--- config.mk ---
export PLATFORM = sky130hd
export DESIGN_NAME = http_method_token_recognizer_top_flat
export DESIGN_NICKNAME = d
export VERILOG_FILES = /design/src/sv/hmtr_pkg.sv /design/src/sv/hmtr_in_if.sv /design/src/sv/hmtr_out_if.sv /design/src/sv/hmtr_match.sv /design/src/sv/http_method_token_recognizer_top.sv /design/src/flat_wrapper.sv
export VERILOG_INCLUDE_DIRS = /design/src /design/src/sv
export SDC_FILE = /design/constraint.sdc
export NUM_CORES = 1
export LEC_CHECK = 0
export BUFFER_PORTS_ARGS = -buffer_cell sky130_fd_sc_hd__buf_2
export CAP_MARGIN = 0
export CORE_AREA = 4 4 113 115
export CTS_CLUSTER_SIZE = 14
export DETAILED_ROUTE_END_ITERATION = 12
export DIE_AREA = 0 0 117 119
export PLACE_DENSITY_LB_ADDON = 0.05
export SYNTH_ARGS = -nofsm -noshare
export SYNTH_HDL_FRONTEND = slang
export SYNTH_SLANG_ARGS = --single-unit
--- constraint.sdc ---
create_clock -name clk -period 2.6 [get_ports clk]
set_input_delay 0 -clock clk [delete_from_list [all_inputs] [get_ports clk]]
set_output_delay 0 -clock clk [all_outputs]
set_load 0.005 [all_outputs]
--- src/sv/assert_macros.svh ---
// Assertion macros used by the top-level RTL file of the method recognizer.
`ifndef ASSERT_MACROS_SVH
`define ASSERT_MACROS_SVH

// Checks that a property holds at every rising clock edge outside reset.
`define ASSERT_ALWAYS(label, expr, msg) \
    label: assert property (@(posedge clk) disable iff (!rst_n) (expr)) else $error(msg);

// Checks an implication property at every rising clock edge outside reset.
`define ASSERT_IMPL(label, prop, msg) \
    label: assert property (@(posedge clk) disable iff (!rst_n) prop) else $error(msg);

`endif

--- src/sv/hmtr_pkg.sv ---
// Package with the types, codes and method name table of the method recognizer.
package hmtr_pkg;

    localparam int MAX_TOKEN_BYTES_DEF = 16;
    localparam int NUM_METHODS = 19;
    localparam int NAME_BYTES = 9;
    localparam logic [7:0] SPACE_BYTE = 8'h20;
    localparam logic [7:0] LOWER_A = 8'h61;
    localparam logic [7:0] LOWER_Z = 8'h7A;
    localparam logic [7:0] CASE_BIT = 8'h20;

    typedef logic [4:0] method_code_t;

    typedef enum logic [1:0] {
        ST_OK       = 2'd0,
        ST_EMPTY    = 2'd1,
        ST_TOO_LONG = 2'd2,
        ST_UNKNOWN  = 2'd3
    } status_t;

    typedef logic [NAME_BYTES*8-1:0] name_text_t;

    // Names are right-justified: the last character sits in the low byte.
    localparam name_text_t METHOD_TEXT [NUM_METHODS] = '{
        name_text_t'("GET"),      name_text_t'("PUT"),     name_text_t'("ACL"),
        name_text_t'("POST"),     name_text_t'("HEAD"),    name_text_t'("COPY"),
        name_text_t'("MOVE"),     name_text_t'("LOCK"),    name_text_t'("TRACE"),
        name_text_t'("PATCH"),    name_text_t'("MKCOL"),   name_text_t'("DELETE"),
        name_text_t'("UNLOCK"),   name_text_t'("REPORT"),  name_text_t'("SEARCH"),
        name_text_t'("OPTIONS"),  name_text_t'("COMMENT"), name_text_t'("PROPFIND"),
        name_text_t'("PROPPATCH")
    };

    localparam int METHOD_LEN [NUM_METHODS] = '{
        3, 3, 3, 4, 4, 4, 4, 4, 5, 5, 5, 6, 6, 6, 6, 7, 7, 8, 9
    };

    typedef struct packed {
        logic         hit;
        method_code_t code;
    } match_t;

endpackage

--- src/sv/hmtr_in_if.sv ---
// Byte request channel of the method recognizer.
interface hmtr_in_if;
    logic       valid;
    logic       ready;
    logic [7:0] data_byte;
    logic       restart;

    modport source (output valid, output data_byte, output restart, input ready);
    modport sink (input valid, input data_byte, input restart, output ready);
endinterface

--- src/sv/hmtr_out_if.sv ---
// Result request channel of the method recognizer.
interface hmtr_out_if;
    logic       valid;
    logic       ready;
    logic [4:0] method_code;
    logic [1:0] parse_status;

    modport source (output valid, output method_code, output parse_status, input ready);
    modport sink (input valid, input method_code, input parse_status, output ready);
endinterface

--- src/sv/hmtr_match.sv ---
// Parallel compare of the held token against the fixed method names.
module hmtr_match #(
    parameter int LEN_W = 5
) (
    input  logic [hmtr_pkg::NAME_BYTES-1:0][7:0] token,
    input  logic [LEN_W-1:0]                     length,
    output hmtr_pkg::match_t                     result
);
    import hmtr_pkg::*;

    always_comb
    begin
        logic hit_k;
        int   shift;
        result = '0;
        for (int k = 0; k < NUM_METHODS; k++)
        begin
            hit_k = (length == LEN_W'(METHOD_LEN[k]));
            for (int i = 0; i < NAME_BYTES; i++)
            begin
                if (i < METHOD_LEN[k])
                begin
                    shift = 8 * (METHOD_LEN[k] - 1 - i);
                    hit_k = hit_k && (token[i] == METHOD_TEXT[k][shift +: 8]);
                end
            end
            if (hit_k && !result.hit)
            begin
                result.hit  = 1'b1;
                result.code = method_code_t'(k);
            end
        end
    end

endmodule

--- src/sv/http_method_token_recognizer_top.sv ---
// Top level of the HTTP request method token recognizer.
//
// Bytes of a request line enter on the bytes channel, one per request; restart
// marks the first byte of a new request line. Letters are folded to upper case
// and appended to the token. A space closes the token, and one result request
// carries the method code and status on the result channel. A non-space byte
// beyond MAX_TOKEN_BYTES gives the too-long status. After a result, bytes are
// dropped without a result until the next restart.
// Throughput is one byte per cycle while ready is high. A closing byte's result
// is registered in the output register, or in the skid stage if the receiver
// stalls; the name compare is one level of byte comparators against the table.
// Reset clears the token length, the finished flag and the valid flags of both
// output stages; the token bytes and the result fields are not reset.
// When the receiver stalls, one more result is held in a skid stage behind the
// output register; the bytes channel drops ready only while that stage is full.
module http_method_token_recognizer_top #(
    parameter int MAX_TOKEN_BYTES = hmtr_pkg::MAX_TOKEN_BYTES_DEF
) (
    input logic        clk,
    input logic        rst_n,
    hmtr_in_if.sink    bytes,
    hmtr_out_if.source result
);
    import hmtr_pkg::*;
    `include "assert_macros.svh"

    localparam int LEN_W = $clog2(MAX_TOKEN_BYTES + 1);
    localparam int IDX_W = $clog2(MAX_TOKEN_BYTES);
    localparam logic [LEN_W-1:0] LEN_FULL = LEN_W'(MAX_TOKEN_BYTES);

    logic [MAX_TOKEN_BYTES-1:0][7:0] store_reg;
    logic [LEN_W-1:0]                length_reg, length_next;
    logic                            finished_reg, finished_next;

    logic         out_valid_reg, skid_valid_reg;
    method_code_t out_code_reg, skid_code_reg;
    status_t      out_status_reg, skid_status_reg;

    logic [LEN_W-1:0] length_cur;
    logic             finished_cur;
    logic             fire_in, fire_out, produce, store_we;
    logic [7:0]       folded;
    method_code_t     res_code;
    status_t          res_status;
    match_t           match;

    assign fire_in  = bytes.valid && bytes.ready;
    assign fire_out = result.valid && result.ready;

    assign length_cur   = bytes.restart ? '0 : length_reg;
    assign finished_cur = bytes.restart ? 1'b0 : finished_reg;

    assign folded = (bytes.data_byte >= LOWER_A && bytes.data_byte <= LOWER_Z)
                  ? (bytes.data_byte - CASE_BIT) : bytes.data_byte;

    hmtr_match #(
        .LEN_W (LEN_W)
    ) u_match (
        .token  (store_reg[NAME_BYTES-1:0]),
        .length (length_cur),
        .result (match)
    );

    always_comb
    begin
        produce       = 1'b0;
        store_we      = 1'b0;
        res_code      = '0;
        res_status    = ST_OK;
        length_next   = length_reg;
        finished_next = finished_reg;
        if (fire_in)
        begin
            length_next   = length_cur;
            finished_next = finished_cur;
            if (!finished_cur)
            begin
                if (bytes.data_byte == SPACE_BYTE)
                begin
                    produce       = 1'b1;
                    finished_next = 1'b1;
                    if (length_cur == '0)
                    begin
                        res_status = ST_EMPTY;
                    end
                    else if (match.hit)
                    begin
                        res_status = ST_OK;
                        res_code   = match.code;
                    end
                    else
                    begin
                        res_status = ST_UNKNOWN;
                    end
                end
                else if (length_cur == LEN_FULL)
                begin
                    produce       = 1'b1;
                    finished_next = 1'b1;
                    res_status    = ST_TOO_LONG;
                end
                else
                begin
                    store_we    = 1'b1;
                    length_next = length_cur + LEN_W'(1);
                end
            end
        end
    end

    always_ff @(posedge clk)
    begin
        if (store_we)
        begin
            store_reg[length_cur[IDX_W-1:0]] <= folded;
        end
    end

    always_ff @(posedge clk or negedge rst_n)
    begin
        if (!rst_n)
        begin
            length_reg   <= '0;
            finished_reg <= 1'b0;
        end
        else
        begin
            length_reg   <= length_next;
            finished_reg <= finished_next;
        end
    end

    always_ff @(posedge clk or negedge rst_n)
    begin
        if (!rst_n)
        begin
            out_valid_reg  <= 1'b0;
            skid_valid_reg <= 1'b0;
        end
        else if (fire_out || !out_valid_reg)
        begin
            if (skid_valid_reg)
            begin
                out_valid_reg  <= 1'b1;
                skid_valid_reg <= 1'b0;
            end
            else
            begin
                out_valid_reg <= produce;
            end
        end
        else if (produce)
        begin
            skid_valid_reg <= 1'b1;
        end
    end

    always_ff @(posedge clk)
    begin
        if (fire_out || !out_valid_reg)
        begin
            if (skid_valid_reg)
            begin
                out_code_reg   <= skid_code_reg;
                out_status_reg <= skid_status_reg;
            end
            else
            begin
                out_code_reg   <= res_code;
                out_status_reg <= res_status;
            end
        end
        else if (produce)
        begin
            skid_code_reg   <= res_code;
            skid_status_reg <= res_status;
        end
    end

    assign bytes.ready         = !skid_valid_reg;
    assign result.valid        = out_valid_reg;
    assign result.method_code  = out_code_reg;
    assign result.parse_status = out_status_reg;

    `ASSERT_ALWAYS(a_skid_behind_out, !skid_valid_reg || out_valid_reg, "skid full while output empty")
    `ASSERT_ALWAYS(a_length_bound, length_reg <= LEN_FULL, "token length beyond store depth")
    `ASSERT_IMPL(a_result_sets_finished, (fire_in && produce) |=> finished_reg, "result without finish")

endmodule

--- src/flat_wrapper.sv ---
// flat-port wrapper written by rule: the top's interface ports become plain ports
module http_method_token_recognizer_top_flat import hmtr_pkg::*;
#(
    parameter int MAX_TOKEN_BYTES = hmtr_pkg::MAX_TOKEN_BYTES_DEF
)
  (clk, rst_n, bytes_valid, bytes_data_byte, bytes_restart, bytes_ready, result_valid, result_method_code, result_parse_status, result_ready);
  hmtr_in_if bytes_i ();
  hmtr_out_if result_i ();
  input logic clk;
  input logic rst_n;
  input wire logic [$bits(bytes_i.valid)-1:0] bytes_valid;
  input wire logic [$bits(bytes_i.data_byte)-1:0] bytes_data_byte;
  input wire logic [$bits(bytes_i.restart)-1:0] bytes_restart;
  output wire logic [$bits(bytes_i.ready)-1:0] bytes_ready;
  output wire logic [$bits(result_i.valid)-1:0] result_valid;
  output wire logic [$bits(result_i.method_code)-1:0] result_method_code;
  output wire logic [$bits(result_i.parse_status)-1:0] result_parse_status;
  input wire logic [$bits(result_i.ready)-1:0] result_ready;
  assign bytes_i.valid = bytes_valid;
  assign bytes_i.data_byte = bytes_data_byte;
  assign bytes_i.restart = bytes_restart;
  assign bytes_ready = bytes_i.ready;
  assign result_valid = result_i.valid;
  assign result_method_code = result_i.method_code;
  assign result_parse_status = result_i.parse_status;
  assign result_i.ready = result_ready;
  http_method_token_recognizer_top #(.MAX_TOKEN_BYTES(MAX_TOKEN_BYTES)) u_core (.clk(clk), .rst_n(rst_n), .bytes(bytes_i), .result(result_i));
endmodule
==> results of run 1 <==
through the flow:
step	instance area, um2	setup slack, ns	utilization, %	hold slack, ns
after floorplan	4630	0.154	-	-0.296
after global routing	5750	0.00305	48.7	0.0433
after global placement	5380	0.0689	45.6	-0.148
after detailed placement	5380	0.0969	45.6	-0.142
after CTS	5720	0.0888	48.4	0.0165
final	5750	0.131	48.7	0.0192
area by class of cell:
type | count | area share [%]
Multi-Input combinational cell | 271 | 31.1
Tap cell | 147 | 3.20
Sequential cell | 94 | 48.4
Timing Repair Buffer | 93 | 11.3
Inverter | 8 | 0.522
Clock inverter | 5 | 1.44
Clock buffer | 11 | 4.04
power by group through the flow:
stage,Sequential (mW),Clock (mW),Combinational [mW]
detailed placement,1.78,0,0.415
floorplan,1.78,0,0.181
global placement,1.78,0,0.417
global route,1.76,1.51,0.461
CTS,1.75,1.44,0.420
finish,1.75,1.41,0.421
cell families after synthesis:
| logic type | Yosys count | share of synthesized area (%) |
|---|---|---|
| adder cells (fa/ha/maj) | 4 | 1.08 |
| XOR/XNOR | 1 | 0.189 |
| AO/OA/AOI/OAI | 43 | 6.19 |
| flip-flops | 94 | 60.1 |
| buffers and inverters | 19 | 2.03 |
| AND/OR/NAND/NOR | 223 | 30.4 |
path summary, 6_finish.rpt:
kind,start,end,slack [ns],cells past startpoint
hold / removal,rst_n,u_core.length_reg[4],0.02,2
setup / recovery,u_core.store_reg[29],u_core.result.parse_status[1],0.13,7
min in group clk,bytes_valid,u_core.length_reg[4],0.04,4
setup reg to reg,u_core.store_reg[29],u_core.result.parse_status[1],0.13,7
hold reg to reg,u_core.finished_reg,u_core.finished_reg,0.49,2
max in group asynchronous,rst_n,u_core.length_reg[1],2.41,2
layer usage:
layer  global-route usage, %  vias up  wire length [um]
met4                    8.67        0               435
met5                       0        -                 0
met3                    4.01       34               568
met2                    35.0      120              6890
met1                    28.6     1812              6330
li1                        -     1704                 -
timing repair:
action                                  in CTS  in global routing
buffers inserted                             0                  0
hold endpoints to repair                     9                  0
endpoints found under the setup margin       0                 41
gates resized for setup                      0                  8
hold buffers                                 2                  0
cell usage in the layout, fill, tap and decap left out, types with 9 or more instances in the layout:
cell type,count
edfxtp_1,86
nor3_1,12
nand2_1,31
nor4_1,10
nand3_1,19
nor2_1,36
nand4_1,28
buf_4,70
clkbuf_16,9
o21ai_0,10
nor3b_1,9
buf_2,21
nor2b_1,10
==> run metrics, run 1 <==
total global routing overflow 0; register area 2780 um2; Slew Limit Fails 0; CP Launch Type register; Syn Std Cell Area 4630 um2; most frequent cells after synthesis 86 x edfxtp_1, 38 x nor2_1, 31 x nand2_1, 28 x nand4_1, 19 x nand3_1; syn_area_per_cell 12.1 um2; number of flops mapped to enable cells by yosys 86; DRC 0; clock sink total 94; # port buffers 21; asr flop ratio synth 8.51%; CP bufs+invs 0; Longest Clk Path Bufs 2; max reg flops 72; fmax 405 MHz; die area 13900 um2; CTS Buf Count 9; Internal Power 2.73 mW; CTS H-tree lvls 3; Yosys top cell area share 55.8%; final cell count without fillers 629; Worst Tran Pin Value 0.573 ns; CTS tree built; Max VDD drop 381 uV; Clock transition at path regs 0.07 ns; worst skew pair latency 0.35 ns; Fin Setup TNS 0 ns; vias per cell 5.83; global-route wire length before repair 22000 um; largest net degree at the start of global routing 16; Inst Count DP 611; skew final 0.00938 ns; Pwr Density 623 nW/um2; delay-heaviest family, CP simple AND/OR/NAND/NOR gates; maxcap violations 0; Core ar. 11800 um2; GP Congestion 0.915; register bit total from synthesis 94; most common cell in the netlist edfxtp_1; Syn-to-layout area delta 24.2%; Worst path slowest cell or4b_2; CP max FO 3; Synth area leaders edfxtp_1 56%, dfrtp_1 4.3%, nand4_1 3.8%, nor2_1 3.1%, nand2_1 2.5%; outcome finished, final reports clean; Hold WC Path Type in -> async; combinational cell fraction of total power 11.7%; total chip power 3.59 mW; fin crit period 2.47 ns; DRT Wirelength 14200 um; Die Height 119 um; CP max stage delay 0.69 ns; DRT Pass-1 Iters 5; num ports 22; GR Util All Layers 21.7%; Worst Path Required 2.69 ns; clk root buf clkbuf_16; RSZ-0062 raised after global routing false; area of the multi-input gates 1790 um2; dominant synthesized flop cell edfxtp_1; Syn Inst Count 384; Vias 3670; YS warnings 0; Starting Density 39.2%; WL/cell 22.6 um; standard-cell rows 40; fillers 1101; sw frac 23.9%; Fin. Hold Viols 0; cell taking the most area after synthesis edfxtp_1; LEAKAGE 2.06 nW; crit path cell chain nand4bb_1 > or4b_2 > nor4_2 > a22oi_2 > nand4_2 > o31a_1 > o21ai_1; Final setup viols 0; sequential cell area fraction in the yosys report 60.1%; fin crit share 95.0%; CP Capture Type register; distinct cell type count after synthesis 59; antenna cells 0; Switching Power 0.857 mW; critical path type reg -> reg; critical path arrival 2.56 ns; Post-Syn Nets 401; initial antenna violation count 0; dpl hpwl 10900 um; max_slew headroom 61.5%; DRT iter0 DRCs 265; Clock power frac 39.4%; sequential power share 48.9%; vias in the first global route 3598; ANT nets after route 0; die extent in x 117 um; fraction of layout cells with a size suffix above 1 28.0%; fin nets 494
Power figures use the tool's default switching activity.
==> inputs of run 2 (changes only) <==
--- a/config.mk
+++ b/config.mk
@@ -8,10 +8,10 @@
 export LEC_CHECK = 0
 export BUFFER_PORTS_ARGS = -buffer_cell sky130_fd_sc_hd__buf_2
 export CAP_MARGIN = 0
-export CORE_AREA = 4 4 113 115
+export CORE_AREA = 4 4 116 118
 export CTS_CLUSTER_SIZE = 14
 export DETAILED_ROUTE_END_ITERATION = 12
-export DIE_AREA = 0 0 117 119
+export DIE_AREA = 0 0 120 122
 export PLACE_DENSITY_LB_ADDON = 0.05
 export SYNTH_ARGS = -nofsm -noshare
 export SYNTH_HDL_FRONTEND = slang
==> constraint.sdc (replaced) <==
create_clock -name clk -period 2.6 [get_ports clk]
set_input_delay 0 -clock clk [delete_from_list [all_inputs] [get_ports clk]]
set_output_delay 0 -clock clk [all_outputs]
set_load 0.02 [all_outputs]
==> run metrics, run 2 (synthesis results as in run 1) <==
Post-Place Cell Area 5390 um2; fin crit share 95.4%; WL/cell 21.2 um; vias in the first global route 3603; max reg flops 72; maxcap violations 0; most common cell after layout, fill and taps aside edfxtp_1; CP max FO 3; fraction of layout cells with a size suffix above 1 27.0%; critical path type reg -> reg; clk root buf clkbuf_16; sequential power share 52.2%; fin crit period 2.48 ns; fin nets 490; register area 2780 um2; clock sink total 94; area of the multi-input gates 1790 um2; total chip power 3.36 mW; Pwr Density 589 nW/um2; Die Height 122 um; Hold WC Path Type in -> async; GP Congestion 0.959; largest net degree at the start of global routing 17; commonest cells after routing, fill and taps aside 86 x edfxtp_1, 67 x buf_4, 38 x nor2_1; Syn-to-layout area delta 23.0%; Core ar. 12500 um2; Setup Slack @ Placement 0.0970 ns; Worst Tran Pin Value 0.737 ns; sw frac 24.7%; DRT Wirelength 13800 um; LEAKAGE 2.02 nW; DRC 0; CTS tree built; fin area 5700 um2; CP Capture Type register; antenna cells 0; outcome finished, final reports clean; ANT nets after route 0; fillers 1171; critical path arrival 2.58 ns; Clock transition at path regs 0.06 ns; GR Util All Layers 20.0%; standard-cell rows 41; die area 14600 um2; worst skew pair latency 0.35 ns; combinational cell fraction of total power 12.3%; DRT iter0 DRCs 205; Fin. Hold Viols 0; Final WS setup 0.120 ns; Worst Path Required 2.70 ns; die extent in x 120 um; CP Launch Type register; Switching Power 0.830 mW; max_slew headroom 50.7%; RSZ-0062 raised after global routing false; Starting Density 37.2%; initial antenna violation count 0; skew final 0.00566 ns; Longest Clk Path Bufs 2; Max VDD drop 308 uV; Vias 3600; CTS Buf Count 9; total global routing overflow 0; vias per cell 5.54; Clock power frac 35.5%; Slew Limit Fails 0; Final setup viols 0; final core occ 45.7%; num ports 22; dpl hpwl 10800 um; # port buffers 21; global-route wire length before repair 21200 um; Internal Power 2.52 mW; fmax 403 MHz; DRT Pass-1 Iters 5; Post-CTS Setup Bufs 0; CTS H-tree lvls 3
-- run 2: cell types whose count changed in the layout (fill, tap and decap cells not counted), sizes merged --
| cell | change |
|---|---|
| buf | -3 |
| bufinv | -2 |
| clkinv | +2 |
| clkbuf | -1 |
| dlygate4sd3 | -1 |
| inv | +1 |
-- run 2: power groups by stage --
stage | clock, mW | combinational, mW | sequential, mW
floorplan | 0 | 0.181 | 1.78
global placement | 0 | 0.413 | 1.78
detailed placement | 0 | 0.408 | 1.78
CTS | 1.23 | 0.410 | 1.75
global route | 1.30 | 0.447 | 1.76
finish | 1.19 | 0.412 | 1.75
-- run 2: per-stage QoR --
step,TNS [ns],std cells,hold WS (ns)
2_1_floorplan,0,384,-0.296
3_3_place_gp,-0.0138,633,-0.148
3_5_place_dp,0,633,-0.146
4_1_cts,0,650,0.0175
5_1_grt,0,650,0.0409
6_report,0,650,0.0213
-- run 2: repair_timing --
action / CTS / global route
setup endpoints to repair: 0 / 8
gates resized for setup: 0 / 5
hold endpoints to repair: 8 / 0
hold buffers: 1 / 0
-- run 2: layout make-up --
cell class                      instances  area share, %
Sequential cell                        94           48.8
Multi-Input combinational cell        271           31.4
Timing Repair Buffer                   89           10.8
Clock buffer                           10           4.02
Tap cell                              172           3.78
Clock inverter                          6          0.615
Inverter                                8          0.527
-- run 2: critical path, cell delays in order, from the launching register on --
cell and delay (ns):
edfxtp_1 0.39, nand4bb_1 0.24, or4b_2 0.67, nor4_1 0.44, a22oi_2 0.13, nand4_2 0.12, o31a_1 0.18, o21ai_1 0.07
-- run 2: final timing paths --
check	cells after the start	end	start	slack [ns]
min reg2reg	2	u_core.finished_reg	u_core.finished_reg	0.50
min	2	u_core.length_reg[3]	rst_n	0.02
max	7	u_core.result.parse_status[1]	u_core.store_reg[31]	0.12
max in group asynchronous	2	u_core.result.valid	rst_n	2.41
min in group clk	2	u_core.store_reg[49]	bytes_data_byte[1]	0.05
max reg2reg	7	u_core.result.parse_status[1]	u_core.store_reg[31]	0.12
-- run 2: metal layers --
layer | global-route usage [%] | routed length, um
met1 | 26.2 | 6260
met4 | 11.9 | 586
met5 | 0 | 0
met3 | 3.85 | 629
met2 | 31.1 | 6330
==> inputs of run 3 (changes only) <==
--- a/config.mk
+++ b/config.mk
@@ -8,10 +8,10 @@
 export LEC_CHECK = 0
 export BUFFER_PORTS_ARGS = -buffer_cell sky130_fd_sc_hd__buf_2
 export CAP_MARGIN = 0
-export CORE_AREA = 4 4 116 118
+export CORE_AREA = 4 4 99 138
 export CTS_CLUSTER_SIZE = 14
 export DETAILED_ROUTE_END_ITERATION = 12
-export DIE_AREA = 0 0 120 122
+export DIE_AREA = 0 0 103 142
 export PLACE_DENSITY_LB_ADDON = 0.05
 export SYNTH_ARGS = -nofsm -noshare
 export SYNTH_HDL_FRONTEND = slang
==> run metrics, run 3 (synthesis results as in run 1) <==
Fin. Hold Viols 0; initial antenna violation count 0; Setup Slack @ Placement 0.114 ns; fin crit period 2.46 ns; register area 2780 um2; vias per cell 5.76; maxcap violations 0; Fin Setup TNS 0 ns; CP bufs+invs 0; skew final 0.0110 ns; RSZ-0062 raised after global routing false; Post-CTS Setup Bufs 0; Starting Density 37.4%; CTS Buf Count 9; Pwr Density 647 nW/um2; CP max stage delay 0.59 ns; Longest Clk Path Bufs 2; clock sink total 94; Post-Place Cell Area 5340 um2; LEAKAGE 2.04 nW; fillers 1176; Worst Tran Pin Value 0.532 ns; fin crit share 94.8%; outcome finished, final reports clean; max_slew headroom 64.1%; max reg flops 72; fraction of layout cells with a size suffix above 1 26.5%; Inst Count DP 608; total global routing overflow 0; largest net degree at the start of global routing 17; antenna cells 0; area of the multi-input gates 1770 um2; Syn-to-layout area delta 23.3%; standard-cell rows 48; CP max FO 3; Worst path slowest cell or4_4; crit path cell chain or3b_1 > or4_4 > nor4_4 > a22oi_2 > nand4_2 > o31a_1 > o21ai_1; dpl hpwl 11400 um; most common cell after layout, fill and taps aside edfxtp_1; Hold WC Path Type in -> async; DRC 0; Vias 3600; ANT nets after route 0; CTS H-tree lvls 3; clk root buf clkbuf_16; final cell count without fillers 625; Slew Limit Fails 0; CTS tree built; CP Capture Type register; critical path type reg -> reg; fin nets 487; GR Util All Layers 20.8%; Clock transition at path regs 0.07 ns; Core ar. 12400 um2; delay-heaviest family, CP simple AND/OR/NAND/NOR gates; WL/cell 23.1 um; vias in the first global route 3615; die extent in x 103 um; die area 14600 um2; fmax 406 MHz; hold slack 0.0203 ns; DRT Wirelength 14400 um; fin area 5710 um2; critical path arrival 2.56 ns; # port buffers 21; DRT Pass-1 Iters 4; DRT iter0 DRCs 232; Die Height 142 um; num ports 22; Max VDD drop 382 uV; Final setup viols 0; Final WS setup 0.136 ns; worst skew pair latency 0.35 ns; global-route wire length before repair 21900 um; GP Congestion 0.958; Worst Path Required 2.70 ns; commonest cells after routing, fill and taps aside 86 x edfxtp_1, 64 x buf_4, 38 x nor2_1; CP Launch Type register
## run 3: cell types whose count changed in the layout (fill, tap and decap cells not counted)
cell	before	now
buf_4	67	64
bufinv_16	0	3
nor4_1	7	10
nor4_2	4	1
clkinv_1	2	0
clkinv_2	2	0
clkinvlp_4	0	1
nor2b_1	10	9
nor2b_2	0	1
o21ai_0	11	10
o21ai_1	3	4
## run 3: area by class of cell
cell class	count	area share, %
Sequential cell	94	48.7
Multi-Input combinational cell	271	31.0
Timing Repair Buffer	86	10.4
Clock buffer	10	4.01
Tap cell	150	3.29
Clock inverter	6	2.02
Inverter	8	0.526
## run 3: per-layer routing
layer | vias to the layer above | track usage [%] | part of all wire [%] | wire length [um]
met5 | - | 0 | 0 | 0
met4 | 0 | 11.0 | 5.0 | 726
met3 | 42 | 3.92 | 3.9 | 558
met2 | 95 | 36.4 | 52 | 7560
met1 | 1774 | 23.6 | 39 | 5590
li1 | 1689 | - | - | -
## run 3: through the flow
stage | power (mW) | utilization [%]
2_1_floorplan | 1.97 | -
3_3_place_gp | 2.19 | 43.2
3_5_place_dp | 2.19 | 43.2
4_1_cts | 3.73 | 46.0
5_1_grt | 3.82 | 46.2
6_report | 3.70 | 46.2
## run 3: where the power goes
group	switching, mW	internal, mW
clock network	0.588	0.948
logic	0.243	0.161
registers	0.0437	1.71
total	0.875	2.82
## run 3: worst paths after layout
| kind | startpoint | to | slack, ns | depth (start not counted) |
|---|---|---|---|---|
| worst max-delay path | u_core.length_reg[3] | u_core.result.parse_status[1] | 0.14 | 7 |
| min in group clk | bytes_valid | u_core.length_reg[4] | 0.04 | 4 |
| worst max register to register | u_core.length_reg[3] | u_core.result.parse_status[1] | 0.14 | 7 |
| max in group asynchronous | rst_n | u_core.skid_valid_reg | 2.41 | 2 |
| worst min register to register | u_core.finished_reg | u_core.finished_reg | 0.50 | 2 |
| worst min-delay path | rst_n | u_core.finished_reg | 0.02 | 2 |
## run 3: what timing repair did
item	in CTS	in global routing
endpoints found under the hold margin	8	0
gates resized for setup	0	4
setup endpoints to repair	0	45
hold buffers	1	0
## run 3: worst reg2reg max path, stage by stage, from the launching register on
cell and delay, ns:
dfrtp_1 0.38, or3b_1 0.39, or4_4 0.59, nor4_4 0.35, a22oi_2 0.15, nand4_2 0.11
o31a_1 0.18, o21ai_1 0.06
